[config.mk]
export PLATFORM = sky130hd
export DESIGN_NAME = temp_vdd_monitor_top
export DESIGN_NICKNAME = d
export VERILOG_FILES = /design/src/tvm_pkg.sv /design/src/tvm_div.sv /design/src/tvm_seq.sv /design/src/tvm_dpath.sv /design/src/temp_vdd_monitor_top.sv
export SDC_FILE = /design/constraint.sdc
export NUM_CORES = 2
export LEC_CHECK = 0
export BUFFER_PORTS_ARGS = -buffer_cell sky130_fd_sc_hd__buf_2
export CAP_MARGIN = 5
export CORE_UTILIZATION = 40
export DETAILED_ROUTE_END_ITERATION = 6
export PLACE_DENSITY = 0.63
export RECOVER_POWER = 50
export SLEW_MARGIN = 40
export SYNTH_ARGS = -nofsm -noshare
export SYNTH_HDL_FRONTEND = slang
export SYNTH_SLANG_ARGS = --single-unit
[constraint.sdc]
create_clock -name clk -period 17.9 [get_ports clk]
set_input_delay 0.895 -clock clk [delete_from_list [all_inputs] [get_ports clk]]
set_output_delay 0.895 -clock clk [all_outputs]
set_load 0.005 [all_outputs]
[src/tvm_pkg.sv]
// ----------------------------------------------------------------------------
// tvm_pkg
// Shared types, constants and the microcode program of the temperature and
// supply monitor.
// ----------------------------------------------------------------------------
package tvm_pkg;

	// design defaults
	localparam int AVG_LOG2_DEF    = 2;
	localparam int SAMPLE_BITS_DEF = 12;

	// register reset values
	localparam logic [11:0]        CAL_LOW_RST  = 12'd1040;
	localparam logic [11:0]        CAL_HIGH_RST = 12'd1380;
	localparam logic [11:0]        VREF_RST     = 12'd1501;
	localparam logic signed [15:0] UPPER_RST    = 16'sd850;
	localparam logic signed [15:0] LOWER_RST    = -16'sd400;
	localparam logic [15:0]        SUPPLY_RST   = 16'd330;

	// arithmetic constants
	localparam logic [15:0] TEMP_OFFSET = 16'd300;
	localparam int          SUPPLY_NOM  = 330;

	// configuration port
	localparam int CFG_ADDR_W = 3;
	localparam int CFG_DATA_W = 16;
	localparam int OUT_W      = 40;

	typedef enum logic [CFG_ADDR_W-1:0] {
		REG_CAL_LOW  = 3'd0,
		REG_CAL_HIGH = 3'd1,
		REG_VREF     = 3'd2,
		REG_UPPER    = 3'd3,
		REG_LOWER    = 3'd4
	} reg_idx_t;

	typedef struct packed {
		logic [11:0]        cal_low;
		logic [11:0]        cal_high;
		logic [11:0]        vref;
		logic signed [15:0] upper;
		logic signed [15:0] lower;
	} cfg_t;

	// sample kinds
	localparam logic CMD_TEMP = 1'b0;
	localparam logic CMD_REF  = 1'b1;

	// datapath operations
	typedef enum logic [3:0] {
		OP_NOP      = 4'd0,
		OP_REF_DIV  = 4'd1,
		OP_SUPPLY   = 4'd2,
		OP_MUL      = 4'd3,
		OP_COMP     = 4'd4,
		OP_SCALE    = 4'd5,
		OP_CAL_DIV  = 4'd6,
		OP_ACCUM    = 4'd7,
		OP_AVG      = 4'd8,
		OP_OUT      = 4'd9
	} op_t;

	// jump conditions
	typedef enum logic [3:0] {
		C_NEVER    = 4'd0,
		C_ALWAYS   = 4'd1,
		C_NO_IN    = 4'd2,
		C_IS_TEMP  = 4'd3,
		C_SMP_ZERO = 4'd4,
		C_DIV_BUSY = 4'd5,
		C_DEN_ZERO = 4'd6,
		C_CNT_PART = 4'd7,
		C_OUT_BUSY = 4'd8
	} cond_t;

	localparam int PC_W = 4;

	typedef struct packed {
		op_t             op;
		cond_t           cond;
		logic [PC_W-1:0] target;
	} ucode_t;

	// status from the datapath to the sequencer
	typedef struct packed {
		logic is_temp;
		logic smp_zero;
		logic den_zero;
		logic cnt_part;
	} dp_stat_t;

	// program steps
	localparam logic [PC_W-1:0] ST_IDLE     = 4'd0;
	localparam logic [PC_W-1:0] ST_DISPATCH = 4'd1;
	localparam logic [PC_W-1:0] ST_REF_DIV  = 4'd2;
	localparam logic [PC_W-1:0] ST_REF_WAIT = 4'd3;
	localparam logic [PC_W-1:0] ST_SUPPLY   = 4'd4;
	localparam logic [PC_W-1:0] ST_MUL      = 4'd5;
	localparam logic [PC_W-1:0] ST_COMP     = 4'd6;
	localparam logic [PC_W-1:0] ST_SCALE    = 4'd7;
	localparam logic [PC_W-1:0] ST_CAL_DIV  = 4'd8;
	localparam logic [PC_W-1:0] ST_CAL_WT   = 4'd9;
	localparam logic [PC_W-1:0] ST_ACCUM    = 4'd10;
	localparam logic [PC_W-1:0] ST_AVG      = 4'd11;
	localparam logic [PC_W-1:0] ST_OUT      = 4'd12;
	localparam logic [PC_W-1:0] ST_RETURN   = 4'd13;

	// control store: jump to target when the condition holds, else step on
	function automatic ucode_t ucode_rom(input logic [PC_W-1:0] pc);
		ucode_t w;
		w = '{op: OP_NOP, cond: C_ALWAYS, target: ST_IDLE};
		case (pc)
			ST_IDLE:     w = '{op: OP_NOP,      cond: C_NO_IN,    target: ST_IDLE};
			ST_DISPATCH: w = '{op: OP_NOP,      cond: C_IS_TEMP,  target: ST_MUL};
			ST_REF_DIV:  w = '{op: OP_REF_DIV,  cond: C_SMP_ZERO, target: ST_OUT};
			ST_REF_WAIT: w = '{op: OP_NOP,      cond: C_DIV_BUSY, target: ST_REF_WAIT};
			ST_SUPPLY:   w = '{op: OP_SUPPLY,   cond: C_ALWAYS,   target: ST_OUT};
			ST_MUL:      w = '{op: OP_MUL,      cond: C_NEVER,    target: ST_IDLE};
			ST_COMP:     w = '{op: OP_COMP,     cond: C_NEVER,    target: ST_IDLE};
			ST_SCALE:    w = '{op: OP_SCALE,    cond: C_NEVER,    target: ST_IDLE};
			ST_CAL_DIV:  w = '{op: OP_CAL_DIV,  cond: C_DEN_ZERO, target: ST_ACCUM};
			ST_CAL_WT:   w = '{op: OP_NOP,      cond: C_DIV_BUSY, target: ST_CAL_WT};
			ST_ACCUM:    w = '{op: OP_ACCUM,    cond: C_CNT_PART, target: ST_OUT};
			ST_AVG:      w = '{op: OP_AVG,      cond: C_NEVER,    target: ST_IDLE};
			ST_OUT:      w = '{op: OP_OUT,      cond: C_OUT_BUSY, target: ST_OUT};
			ST_RETURN:   w = '{op: OP_NOP,      cond: C_ALWAYS,   target: ST_IDLE};
			default:     w = '{op: OP_NOP,      cond: C_ALWAYS,   target: ST_IDLE};
		endcase
		return w;
	endfunction

endpackage

[src/tvm_div.sv]
// ----------------------------------------------------------------------------
// tvm_div
// Shared restoring divider, one quotient bit per cycle, unsigned operands.
// ----------------------------------------------------------------------------
module tvm_div #(
	parameter int DW = 31
) (
	input  logic          clk,
	input  logic          arst_n,
	input  logic          start,
	input  logic [DW-1:0] dividend,
	input  logic [DW-1:0] divisor,
	output logic          busy,
	output logic [DW-1:0] quotient
);

	localparam int CW = $clog2(DW + 1);

	logic [DW-1:0] rem_q;
	logic [DW-1:0] quo_q;
	logic [DW-1:0] dvs_q;
	logic [CW-1:0] cnt_q;
	logic [DW:0]   trial;

	assign trial    = {rem_q, quo_q[DW-1]} - {1'b0, dvs_q};
	assign busy     = (cnt_q != '0);
	assign quotient = quo_q;

	always_ff @(posedge clk or negedge arst_n) begin
		if (!arst_n) begin
			cnt_q <= '0;
		end else if (start) begin
			cnt_q <= CW'(DW);
		end else if (busy) begin
			cnt_q <= cnt_q - 1'b1;
		end
	end

	always_ff @(posedge clk) begin
		if (start) begin
			rem_q <= '0;
			quo_q <= dividend;
			dvs_q <= divisor;
		end else if (busy) begin
			// keep the partial remainder when the trial subtract borrows
			if (!trial[DW]) begin
				rem_q <= trial[DW-1:0];
			end else begin
				rem_q <= {rem_q[DW-2:0], quo_q[DW-1]};
			end
			quo_q <= {quo_q[DW-2:0], ~trial[DW]};
		end
	end

endmodule

[src/tvm_seq.sv]
// ----------------------------------------------------------------------------
// tvm_seq
// Microcode sequencer: step counter, control store and jump conditions.
// ----------------------------------------------------------------------------
module tvm_seq (
	input  logic              clk,
	input  logic              arst_n,
	input  logic              in_valid,
	input  tvm_pkg::dp_stat_t dstat,
	input  logic              div_busy,
	input  logic              out_busy,
	output logic              in_ready,
	output tvm_pkg::op_t      op
);

	logic [tvm_pkg::PC_W-1:0] pc_q;
	tvm_pkg::ucode_t          uw;
	logic                     take;

	assign uw       = tvm_pkg::ucode_rom(pc_q);
	assign op       = uw.op;
	assign in_ready = (pc_q == tvm_pkg::ST_IDLE);

	always_comb begin
		unique case (uw.cond)
			tvm_pkg::C_NEVER:    take = 1'b0;
			tvm_pkg::C_ALWAYS:   take = 1'b1;
			tvm_pkg::C_NO_IN:    take = !in_valid;
			tvm_pkg::C_IS_TEMP:  take = dstat.is_temp;
			tvm_pkg::C_SMP_ZERO: take = dstat.smp_zero;
			tvm_pkg::C_DIV_BUSY: take = div_busy;
			tvm_pkg::C_DEN_ZERO: take = dstat.den_zero;
			tvm_pkg::C_CNT_PART: take = dstat.cnt_part;
			tvm_pkg::C_OUT_BUSY: take = out_busy;
			default:             take = 1'b1;
		endcase
	end

	always_ff @(posedge clk or negedge arst_n) begin
		if (!arst_n) begin
			pc_q <= tvm_pkg::ST_IDLE;
		end else if (take) begin
			pc_q <= uw.target;
		end else begin
			pc_q <= pc_q + 1'b1;
		end
	end

endmodule

[src/tvm_dpath.sv]
// ----------------------------------------------------------------------------
// tvm_dpath
// Datapath: sample latch, supply store, scaling, calibration, averaging and
// warning flag, with operand selection for the shared divider.
// ----------------------------------------------------------------------------
module tvm_dpath #(
	parameter int AVG_LOG2    = tvm_pkg::AVG_LOG2_DEF,
	parameter int SAMPLE_BITS = tvm_pkg::SAMPLE_BITS_DEF,
	parameter int DW          = SAMPLE_BITS + 19
) (
	input  logic                   clk,
	input  logic                   arst_n,
	input  tvm_pkg::op_t           op,
	input  tvm_pkg::cfg_t          cfg,
	input  logic                   in_accept,
	input  logic                   in_cmd,
	input  logic [SAMPLE_BITS-1:0] in_sample,
	input  logic [DW-1:0]          div_quot,
	output logic                   div_start,
	output logic [DW-1:0]          div_dividend,
	output logic [DW-1:0]          div_divisor,
	output tvm_pkg::dp_stat_t      dstat,
	output logic signed [15:0]     temperature,
	output logic                   temp_updated,
	output logic [15:0]            supply_level,
	output logic                   temp_warning
);

	localparam int PROD_W = SAMPLE_BITS + 16;
	localparam int COMP_W = PROD_W - 8;
	localparam int NUM_W  = COMP_W + 11;
	localparam int SUM_W  = 16 + AVG_LOG2;
	localparam int CNT_W  = (AVG_LOG2 > 0) ? AVG_LOG2 : 1;
	localparam logic [CNT_W-1:0] CNT_MAX = CNT_W'((1 << AVG_LOG2) - 1);
	localparam int REC_SH = PROD_W + $clog2(tvm_pkg::SUPPLY_NOM);
	localparam logic [PROD_W:0] REC_MUL = (PROD_W + 1)'(((64'd1 << REC_SH)
		+ 64'(tvm_pkg::SUPPLY_NOM) - 64'd1) / 64'(tvm_pkg::SUPPLY_NOM));

	logic                   cmd_q;
	logic [SAMPLE_BITS-1:0] sample_q;
	logic [15:0]            supply_q;
	logic [PROD_W-1:0]      prod_q;
	logic [COMP_W-1:0]      comp_q;
	logic [NUM_W-1:0]       num_q;
	logic                   neg_q;
	logic signed [SUM_W-1:0] sum_q;
	logic [CNT_W-1:0]       cnt_q;
	logic signed [15:0]     temp_q;
	logic                   upd_q;
	logic                   warn_q;

	logic [DW-1:0]          vref_x;
	logic [DW-1:0]          vref330;
	logic [PROD_W-1:0]      prod_d;
	logic [2*PROD_W:0]      rec_prod;
	logic [COMP_W:0]        diff;
	logic [NUM_W-1:0]       diff_x;
	logic [NUM_W-1:0]       num_d;
	logic [NUM_W-1:0]       num_mag;
	logic signed [12:0]     den;
	logic [12:0]            den_mag;
	logic [15:0]            q16;
	logic [15:0]            q_sel;
	logic signed [15:0]     val;
	logic signed [SUM_W-1:0] sum_d;
	logic signed [SUM_W-1:0] sum_sh;
	logic signed [15:0]     avg;

	// vref_cal * 330 as shifts and adds
	assign vref_x  = DW'(cfg.vref);
	assign vref330 = (vref_x << 8) + (vref_x << 6) + (vref_x << 3) + (vref_x << 1);

	assign prod_d = PROD_W'(sample_q) * PROD_W'(supply_q);

	// product / 330 by reciprocal multiplication, exact over the product range
	assign rec_prod = (2*PROD_W + 1)'(prod_q) * (2*PROD_W + 1)'(REC_MUL);

	// 800 * (comp - cal_low)
	assign diff    = {1'b0, comp_q} - (COMP_W + 1)'(cfg.cal_low);
	assign diff_x  = {{(NUM_W - COMP_W - 1){diff[COMP_W]}}, diff};
	assign num_d   = (diff_x << 9) + (diff_x << 8) + (diff_x << 5);
	assign num_mag = num_q[NUM_W-1] ? (~num_q + 1'b1) : num_q;

	assign den     = $signed({1'b0, cfg.cal_high}) - $signed({1'b0, cfg.cal_low});
	assign den_mag = den[12] ? (~den + 1'b1) : den;

	// low 16 bits of the truncated signed quotient, plus offset
	assign q16   = div_quot[15:0];
	assign q_sel = dstat.den_zero ? 16'd0 : (neg_q ? (~q16 + 16'd1) : q16);
	assign val   = $signed(q_sel + tvm_pkg::TEMP_OFFSET);
	assign sum_d = sum_q + SUM_W'(val);

	assign sum_sh = sum_q >>> AVG_LOG2;
	assign avg    = sum_sh[15:0];

	assign dstat.is_temp  = (cmd_q == tvm_pkg::CMD_TEMP);
	assign dstat.smp_zero = (sample_q == '0);
	assign dstat.den_zero = (cfg.cal_high == cfg.cal_low);
	assign dstat.cnt_part = (cnt_q != CNT_MAX);

	always_comb begin
		div_start    = 1'b0;
		div_dividend = '0;
		div_divisor  = '0;
		case (op)
			tvm_pkg::OP_REF_DIV: begin
				div_start    = !dstat.smp_zero;
				div_dividend = vref330;
				div_divisor  = DW'(sample_q);
			end
			tvm_pkg::OP_CAL_DIV: begin
				div_start    = !dstat.den_zero;
				div_dividend = DW'(num_mag);
				div_divisor  = DW'(den_mag);
			end
			default: begin
				div_start = 1'b0;
			end
		endcase
	end

	// payload of the current item and its intermediate results
	always_ff @(posedge clk) begin
		if (in_accept) begin
			cmd_q    <= in_cmd;
			sample_q <= in_sample;
		end
		if (op == tvm_pkg::OP_MUL) begin
			prod_q <= prod_d;
		end
		if (op == tvm_pkg::OP_COMP) begin
			comp_q <= rec_prod[REC_SH +: COMP_W];
		end
		if (op == tvm_pkg::OP_SCALE) begin
			num_q <= num_d;
		end
		if (op == tvm_pkg::OP_CAL_DIV) begin
			neg_q <= num_q[NUM_W-1] ^ den[12];
		end
	end

	always_ff @(posedge clk or negedge arst_n) begin
		if (!arst_n) begin
			supply_q <= tvm_pkg::SUPPLY_RST;
			sum_q    <= '0;
			cnt_q    <= '0;
			temp_q   <= '0;
			upd_q    <= 1'b0;
			warn_q   <= 1'b0;
		end else begin
			case (op)
				tvm_pkg::OP_REF_DIV: begin
					if (dstat.smp_zero) begin
						supply_q <= '0;
					end
				end
				tvm_pkg::OP_SUPPLY: begin
					supply_q <= div_quot[15:0];
				end
				tvm_pkg::OP_ACCUM: begin
					sum_q <= sum_d;
					cnt_q <= dstat.cnt_part ? cnt_q + 1'b1 : '0;
				end
				tvm_pkg::OP_AVG: begin
					temp_q <= avg;
					upd_q  <= 1'b1;
					sum_q  <= '0;
					if (avg > cfg.upper || avg < cfg.lower) begin
						warn_q <= 1'b1;
					end
				end
				default: begin
					upd_q <= upd_q & !in_accept;
				end
			endcase
		end
	end

	assign temperature  = temp_q;
	assign temp_updated = upd_q;
	assign supply_level = supply_q;
	assign temp_warning = warn_q;

endmodule

[src/temp_vdd_monitor_top.sv]
// ----------------------------------------------------------------------------
// temp_vdd_monitor_top
// Temperature and supply monitor with calibration registers and result stage.
// ----------------------------------------------------------------------------
// Each input item is one converter sample, tagged in s_tuser as a temperature
// reading (0) or an internal reference reading (1); each item yields exactly
// one result item. A reference item recomputes the supply estimate
// (vref_cal*330/sample, 100 counts per volt); a temperature item is scaled by
// supply/330, mapped through the two-point calibration to tenths of a degree,
// and every 2^AVG_LOG2 such values are averaged, published and checked against
// the limits (the warning is sticky until reset). The block handles one item
// at a time under a microcoded sequencer. The division by 330 is a reciprocal
// multiplication; the divisions by the reference sample and by the
// calibration span share one restoring divider of DW = SAMPLE_BITS+19 bits,
// one quotient bit per cycle. A zero reference sample skips the divider and
// sets the supply estimate to zero; with the two calibration points equal, a
// temperature item skips the divider and its quotient counts as zero. The
// item that completes an average passes through an extra averaging step.
// A result waiting in the output register does not block acceptance of the
// next item; the next result then holds the sequencer in its output step
// until the register is taken. Configuration writes are taken at any edge
// with cfg_we high, but belong in idle periods.
// ----------------------------------------------------------------------------
module temp_vdd_monitor_top #(
	parameter int AVG_LOG2    = tvm_pkg::AVG_LOG2_DEF,
	parameter int SAMPLE_BITS = tvm_pkg::SAMPLE_BITS_DEF
) (
	input  logic                           clk,
	input  logic                           arst_n,
	input  logic                           s_tvalid,
	output logic                           s_tready,
	// [SAMPLE_BITS-1:0] sample, zero padding above
	input  logic [((SAMPLE_BITS+7)/8)*8-1:0] s_tdata,
	// [0] command
	input  logic                           s_tuser,
	output logic                           m_tvalid,
	input  logic                           m_tready,
	// [15:0] temperature, [16] temp_updated, [32:17] supply_level,
	// [33] temp_warning, zero padding above
	output logic [tvm_pkg::OUT_W-1:0]      m_tdata,
	input  logic                           cfg_we,
	input  logic [tvm_pkg::CFG_ADDR_W-1:0] cfg_addr,
	input  logic [tvm_pkg::CFG_DATA_W-1:0] cfg_wdata
);

	localparam int DW = SAMPLE_BITS + 19;

	tvm_pkg::cfg_t     cfg_q;
	tvm_pkg::op_t      op;
	tvm_pkg::dp_stat_t dstat;

	logic                     in_accept;
	logic                     div_start;
	logic                     div_busy;
	logic [DW-1:0]            div_dividend;
	logic [DW-1:0]            div_divisor;
	logic [DW-1:0]            div_quot;
	logic signed [15:0]       temperature;
	logic                     temp_updated;
	logic [15:0]              supply_level;
	logic                     temp_warning;
	logic                     out_busy;
	logic                     out_load;
	logic                     out_valid_q;
	logic [tvm_pkg::OUT_W-1:0] out_data_q;

	assign in_accept = s_tvalid && s_tready;
	assign out_busy  = out_valid_q && !m_tready;
	assign out_load  = (op == tvm_pkg::OP_OUT) && !out_busy;

	// configuration registers
	always_ff @(posedge clk or negedge arst_n) begin
		if (!arst_n) begin
			cfg_q.cal_low  <= tvm_pkg::CAL_LOW_RST;
			cfg_q.cal_high <= tvm_pkg::CAL_HIGH_RST;
			cfg_q.vref     <= tvm_pkg::VREF_RST;
			cfg_q.upper    <= tvm_pkg::UPPER_RST;
			cfg_q.lower    <= tvm_pkg::LOWER_RST;
		end else if (cfg_we) begin
			unique case (cfg_addr)
				tvm_pkg::REG_CAL_LOW:  cfg_q.cal_low  <= cfg_wdata[11:0];
				tvm_pkg::REG_CAL_HIGH: cfg_q.cal_high <= cfg_wdata[11:0];
				tvm_pkg::REG_VREF:     cfg_q.vref     <= cfg_wdata[11:0];
				tvm_pkg::REG_UPPER:    cfg_q.upper    <= $signed(cfg_wdata);
				tvm_pkg::REG_LOWER:    cfg_q.lower    <= $signed(cfg_wdata);
				default: begin
					cfg_q <= cfg_q;
				end
			endcase
		end
	end

	tvm_seq u_seq (
		.clk      (clk),
		.arst_n   (arst_n),
		.in_valid (s_tvalid),
		.dstat    (dstat),
		.div_busy (div_busy),
		.out_busy (out_busy),
		.in_ready (s_tready),
		.op       (op)
	);

	tvm_dpath #(
		.AVG_LOG2    (AVG_LOG2),
		.SAMPLE_BITS (SAMPLE_BITS),
		.DW          (DW)
	) u_dpath (
		.clk          (clk),
		.arst_n       (arst_n),
		.op           (op),
		.cfg          (cfg_q),
		.in_accept    (in_accept),
		.in_cmd       (s_tuser),
		.in_sample    (s_tdata[SAMPLE_BITS-1:0]),
		.div_quot     (div_quot),
		.div_start    (div_start),
		.div_dividend (div_dividend),
		.div_divisor  (div_divisor),
		.dstat        (dstat),
		.temperature  (temperature),
		.temp_updated (temp_updated),
		.supply_level (supply_level),
		.temp_warning (temp_warning)
	);

	tvm_div #(
		.DW (DW)
	) u_div (
		.clk      (clk),
		.arst_n   (arst_n),
		.start    (div_start),
		.dividend (div_dividend),
		.divisor  (div_divisor),
		.busy     (div_busy),
		.quotient (div_quot)
	);

	// result register: hold until taken
	always_ff @(posedge clk or negedge arst_n) begin
		if (!arst_n) begin
			out_valid_q <= 1'b0;
		end else if (out_load) begin
			out_valid_q <= 1'b1;
		end else if (m_tready) begin
			out_valid_q <= 1'b0;
		end
	end

	always_ff @(posedge clk) begin
		if (out_load) begin
			out_data_q <= {6'd0, temp_warning, supply_level, temp_updated, temperature};
		end
	end

	assign m_tvalid = out_valid_q;
	assign m_tdata  = out_data_q;

endmodule

## Word level (Yosys, flattened, before mapping)

Memories as Yosys holds them, arrays and structs flattened.
Index checks and enable logic that the tools add are counted.

- Bits in registers: 352
- Memories kept: 1
- Output and inout port bits: 42
- Memory bits (read-only): 192

- Multiply operators: 2
- Muxes and demuxes: 21
- Order comparisons: 2
- Add/sub/neg operators: 16
- Reduce and logical (&&, ||, !) cells: 27
- Eq/ne operators: 23
- Bitwise logic cells: 7

Memories:

| memory | depth | bits a word | read ports | clocked after Yosys merged registers in | write ports | RTL line | source |
|---|---|---|---|---|---|---|---|
| (name not given) | 16 | 12 | 1 | 0 | 0 | tvm_pkg.sv:112 | `case (pc)` |

Operator list:

| operator | number |
|---|---|
| $mux W31 | 4 |
| $pmux W31 S2 | 1 |
| $mul A28 B28 Y56 const B | 1 |
| $mux W16 | 3 |
| $pmux W18 S2 | 1 |
| $eq A4 B3 Y1 const B | 8 |
| $pmux W16 S2 | 1 |
| $sub A32 B31 Y32 | 1 |
| $add A30 B29 Y31 | 1 |
| $add A31 B1 Y31 const B | 1 |
| $add A31 B13 Y31 | 1 |
| $add A31 B15 Y31 | 1 |
| $add A31 B31 Y31 | 1 |
| $not A31 Y31 | 1 |
| $mul A12 B16 Y28 | 1 |
| $pmux W13 S2 | 1 |
| $add A20 B18 Y21 | 1 |
| $sub A20 B12 Y21 | 1 |
| $add A18 B16 Y18 | 1 |
| $add A16 B1 Y16 const B | 1 |
| $add A16 B9 Y16 const B | 1 |
| $eq A4 B2 Y1 const B | 4 |
| $gt A16 B16 Y1 | 1 |
| $lt A16 B16 Y1 | 1 |
| other kinds (35) | 59 |

## Longest topological paths before layout

- Depth after elaboration: 7
- Depth in mapped cells: 26

## Hierarchy

From an unflattened synthesis, not the netlist that was laid out.

- Cell total of the unflattened synthesis: 3878
- Area, all modules: 38625.8 um^2

Modules (own cells, without submodules):

| module | area each (um^2) | seq. area each (um^2) | cells each | instances |
|---|---|---|---|---|
| tvm_dpath | 28439.8 | 3998.8 | 3036 | 1 |
| tvm_div | 5835.6 | 2607.5 | 581 | 1 |
| temp_vdd_monitor_top | 3777.4 | 2785.2 | 194 | 1 |
| tvm_seq | 573.0 | 100.1 | 67 | 1 |

## Worst setup path after synthesis

OpenSTA, ideal clock, no wires.

- Kind: reg2reg
- Start point: register u_dpath.prod_q[9]
- End point: register u_dpath.comp_q[19] (data pin)
- Library setup time: 260 ps
- Arrival: 6300 ps
- Setup slack: 11340 ps
- Buffers on the path: 0
- Cell stages (with the launch flop): 24
- Cells stage by stage: edfxtp_1 > ha_1 > inv_1 > fa_1 > inv_1 > fa_1 > inv_1 > fa_1 > fa_1 > inv_1 > fa_1 > inv_1 > fa_1 > inv_1 > ha_1 > nand4_1 > or3_1 > a311oi_1 > o31a_1 > a31oi_1 > a311oi_1 > a21o_1 > a21oi_1 > xnor2_1

- Longest elaborated chain between the ends: 1

Ends and longest elaborated chain:

| what | RTL line | source |
|---|---|---|
| start: declaration | tvm_dpath.sv:42 | `logic [PROD_W-1:0] prod_q;` |
| start signal: assignment | tvm_dpath.sv:129 | `prod_q <= prod_d;` |
| $mul A28 B28 Y56 | tvm_dpath.sv:76 | `assign rec_prod = (2*PROD_W + 1)'(prod_q) * (2*PROD_W + 1)'(REC_MUL);` |
| named net u_dpath.rec_prod[56] | tvm_dpath.sv:55 | `logic [2*PROD_W:0] rec_prod;` |
| end signal: assignment | tvm_dpath.sv:132 | `comp_q <= rec_prod[REC_SH +: COMP_W];` |
| end: declaration | tvm_dpath.sv:43 | `logic [COMP_W-1:0] comp_q;` |

The timed path passes the listed nets, and every way through them passes these cells.
A chain may end at the register's enable or synchronous reset.

## Worst setup path in the final report

Same ends and word-level chain as after synthesis.

==> impl_metrics.json <==
{
  "r2r-end": "u_dpath.comp_q[19]",
  "core_area_sq_mm": 0.0900,
  "finalSetupViolations": 0,
  "overflow": 0,
  "max_freq_mhz": 127,
  "start_util_pct": 40.4,
  "grt_pass1_wl_mm": 138,
  "avgSynthCellArea_sq_um": 9.89,
  "start_kind": "flop",
  "slew_viol_final": 191,
  "fp.dieW_microns": 304,
  "synth-main-ff-cell": "edfxtp_1",
  "rr_worst_depth": 23,
  "gp_congestion": 0.891,
  "crit_path_top_delay_cell": "a311oi_1",
  "relSlewSlack_pct": -153,
  "ant_nets": 0,
  "cts.clk_slew.worst_paths_ns": 0.06,
  "grt_max_degree": 73,
  "cp.arrival_ns": 8.15,
  "yosysSeqAreaShare_pct": 24.6,
  "track_usage_pct": 18.9,
  "yosys_register_bits": 329,
  "netlist-cell-type-count": 76,
  "grt_pass1_vias": 25600,
  "vias_per_cell": 5.14,
  "mostFrequentLayoutCell": "inv_1",
  "violations": "capacitance limit, slew limit",
  "finalCritPeriodShare_pct": 43.9,
  "cts.sinks": 329,
  "nets": 4657,
  "postCtsSetupRepairBufs": 0,
  "vias": 25300,
  "end_kind": "flop",
  "h-tree-depth": 2,
  "status": "finished with violations",
  "antenna_found_initial": 1,
  "fin_worst_skew_ns": 0.0255,
  "synth_edf_count": 166,
  "r2r_slack_ns": 10.05,
  "worstPathMaxFanout": 6,
  "ys_top_cells_by_area": "fa_1 22%, ha_1 17%, edfxtp_1 14%",
  "crit_end": "u_dpath.comp_q[19]",
  "die_y_microns": 304,
  "io_buffers": 72,
  "drc": 0,
  "num_rows": 110,
  "cts_tree": "yes",
  "place.detailed.hpwl_mm": 66.7,
  "synth_cells": 3676,
  "cts_hold_buf": 0,
  "yosys_warnings": 0,
  "r2r-start": "u_dpath.prod_q[9]",
  "async_reset_ff_share_pct": 40.1,
  "syn2layout_area_growth_pct": 7.91,
  "synth_top_area_cell": "fa_1",
  "dieArea_sq_mm": 0.0921,
  "syn_area_sq_mm": 0.0364,
  "drive_gt1_share_pct": 6.86,
  "criticalPathCategory": "reg -> reg",
  "cts_resized": 0,
  "worstPathRequired_ns": 18.20,
  "numCtsBuffers": 39,
  "clockBufferDepth": 3,
  "hold_viol_final": 0,
  "drv_cap": 4,
  "drt_iter0_drc": 1452,
  "layout_common_cells": "707 x inv_1, 506 x ha_1, 395 x fa_1",
  "path_cells": "ha_1 -> inv_1 -> fa_1 -> inv_1 -> fa_1 -> inv_1 -> fa_1 -> fa_1 -> inv_1 -> fa_1 -> inv_1 -> fa_1 -> inv_1 -> ha_1 -> nand4_1 -> or3_1 -> a311oi_1 -> o31a_1 -> a31oi_1 -> a311oi_1 -> a21o_1 -> a21oi_1 -> xnor2_1",
  "cts_root_buf": "clkbuf_16",
  "wl_per_cell_microns": 17.1,
  "rsz0062_at_grt": "no",
  "routed_wl_mm": 84.2,
  "setup-tns-final_ns": 0,
  "critPathMaxStageDelay_ns": 0.64,
  "worstSetupStartpoint": "u_dpath.prod_q[9]",
  "worstMarginPinSlew_ns": 3.80,
  "fin_crit_ns": 7.85,
  "drt_first_pass_iters": 5,
  "clk_latency_ns": 0.59,
  "nFillCells": 8633,
  "io_pins": 83,
  "hold_class": "reg -> reg",
  "worstHoldPathCells": 0,
  "yosys.area.top_type_share_pct": 21.7
}
-- through the flow --
stage	util, %	instances	hold slack, ns	area, sq um	setup WS (ns)
after floorplan	-	3681	0.421	36400	11.34
after detailed placement	42.2	4845	0.430	38000	10.02
after global placement	42.2	4844	0.429	38000	10.07
final	43.6	4923	0.439	39300	10.05
after CTS	43.6	4917	0.281	39300	10.0
after global routing	43.6	4922	0.456	39200	9.74
-- synthesized netlist by cell type (11+ instances only) --
library cell / count
a221oi_1: 13
or2_2: 12
a22o_1: 32
or3_1: 23
clkbuf_1: 93
mux2_2: 54
a21o_1: 42
mux2i_1: 11
nand4_1: 19
nor2_1: 145
dfxtp_1: 31
nor3_1: 54
xnor2_1: 134
and2_1: 78
fa_1: 395
nand2_1: 300
nor4_1: 16
inv_1: 707
a211oi_1: 34
o21ai_0: 154
nand2b_1: 26
dfrtp_1: 98
xor2_1: 82
a21oi_1: 111
o21a_1: 22
ha_1: 506
edfxtp_1: 166
dfstp_2: 34
o211ai_1: 17
o21bai_1: 14
o31ai_1: 20
a31oi_1: 13
nand3_1: 40
or4_1: 17
nor2b_1: 23
-- cell type report --
type                            count  area (sq um)  area share [%]
Multi-Input combinational cell   2537         24400            62.1
Sequential cell                   329          8950            22.8
Inverter                          710          2670            6.79
Tap cell                         1176          1470            3.75
Clock buffer                       47          1030            2.61
Timing Repair Buffer               98           515            1.31
Clock inverter                     25           226           0.577
Antenna cell                        1          2.50         0.00638
-- worst max-delay path: cells and delay by family, from the launching register on --
family	cells	cell delay, ns
AOI/OAI and AO/OA	6	1.91
xor gates and xnor gates	1	0.15
adders and majority gates	8	4.03
buffers and inverters	6	0.38
DFF	1	0.58
and+or+nand+nor	2	0.52
-- flip-flops by register name (all words and copies together), names as in the netlist, 5 cells and up --
signal                count
u_dpath.sum_q            18
u_dpath.prod_q           28
m_tdata                  34
u_dpath.sample_q         12
u_div.quotient           31
u_dpath.comp_q           20
u_dpath.temperature      16
cfg_q                    68
u_div.dvs_q              13
u_div.rem_q              31
u_dpath.num_q            26
u_dpath.supply_level     16
u_div.cnt_q               5
-- how the worst min path moves through the flow --
stage,to,slack (ns),startpoint
floorplan,m_tdata[0],0.42,u_dpath.temperature[0]
global placement,m_tdata[2],0.43,u_dpath.temperature[2]
detailed placement,m_tdata[2],0.43,u_dpath.temperature[2]
CTS,u_dpath.temperature[11],0.28,arst_n
global route,m_tdata[11],0.46,u_dpath.temperature[11]
finish,m_tdata[1],0.44,u_dpath.temperature[1]
-- per-layer routing --
metal  track usage (%)  routed length, microns  up-vias
met3              2.37                    4010       93
met2              30.4                   38500      538
met4              3.76                    1520        0
met1              27.4                   40100    12400
met5                 0                       0        -
li1                  -                       -    12300
-- kinds of logic (layout without fill, tap and decap cells) --
logic type,Yosys count,in the layout,share of synthesized area (%)
muxes,65,65,1.97
adders and majority gates,901,901,39.1
buffers and inverters,815,880,8.52
other,1,7,0.0103
AOI/OAI and AO/OA,554,554,9.99
xor gates and xnor gates,216,216,5.20
DFF,329,329,24.6
and+or+nand+nor,795,795,10.6
Power is left out: the tool's default activity adds up to more than one toggle a clock period on the data nets, which glitch-free logic cannot reach.
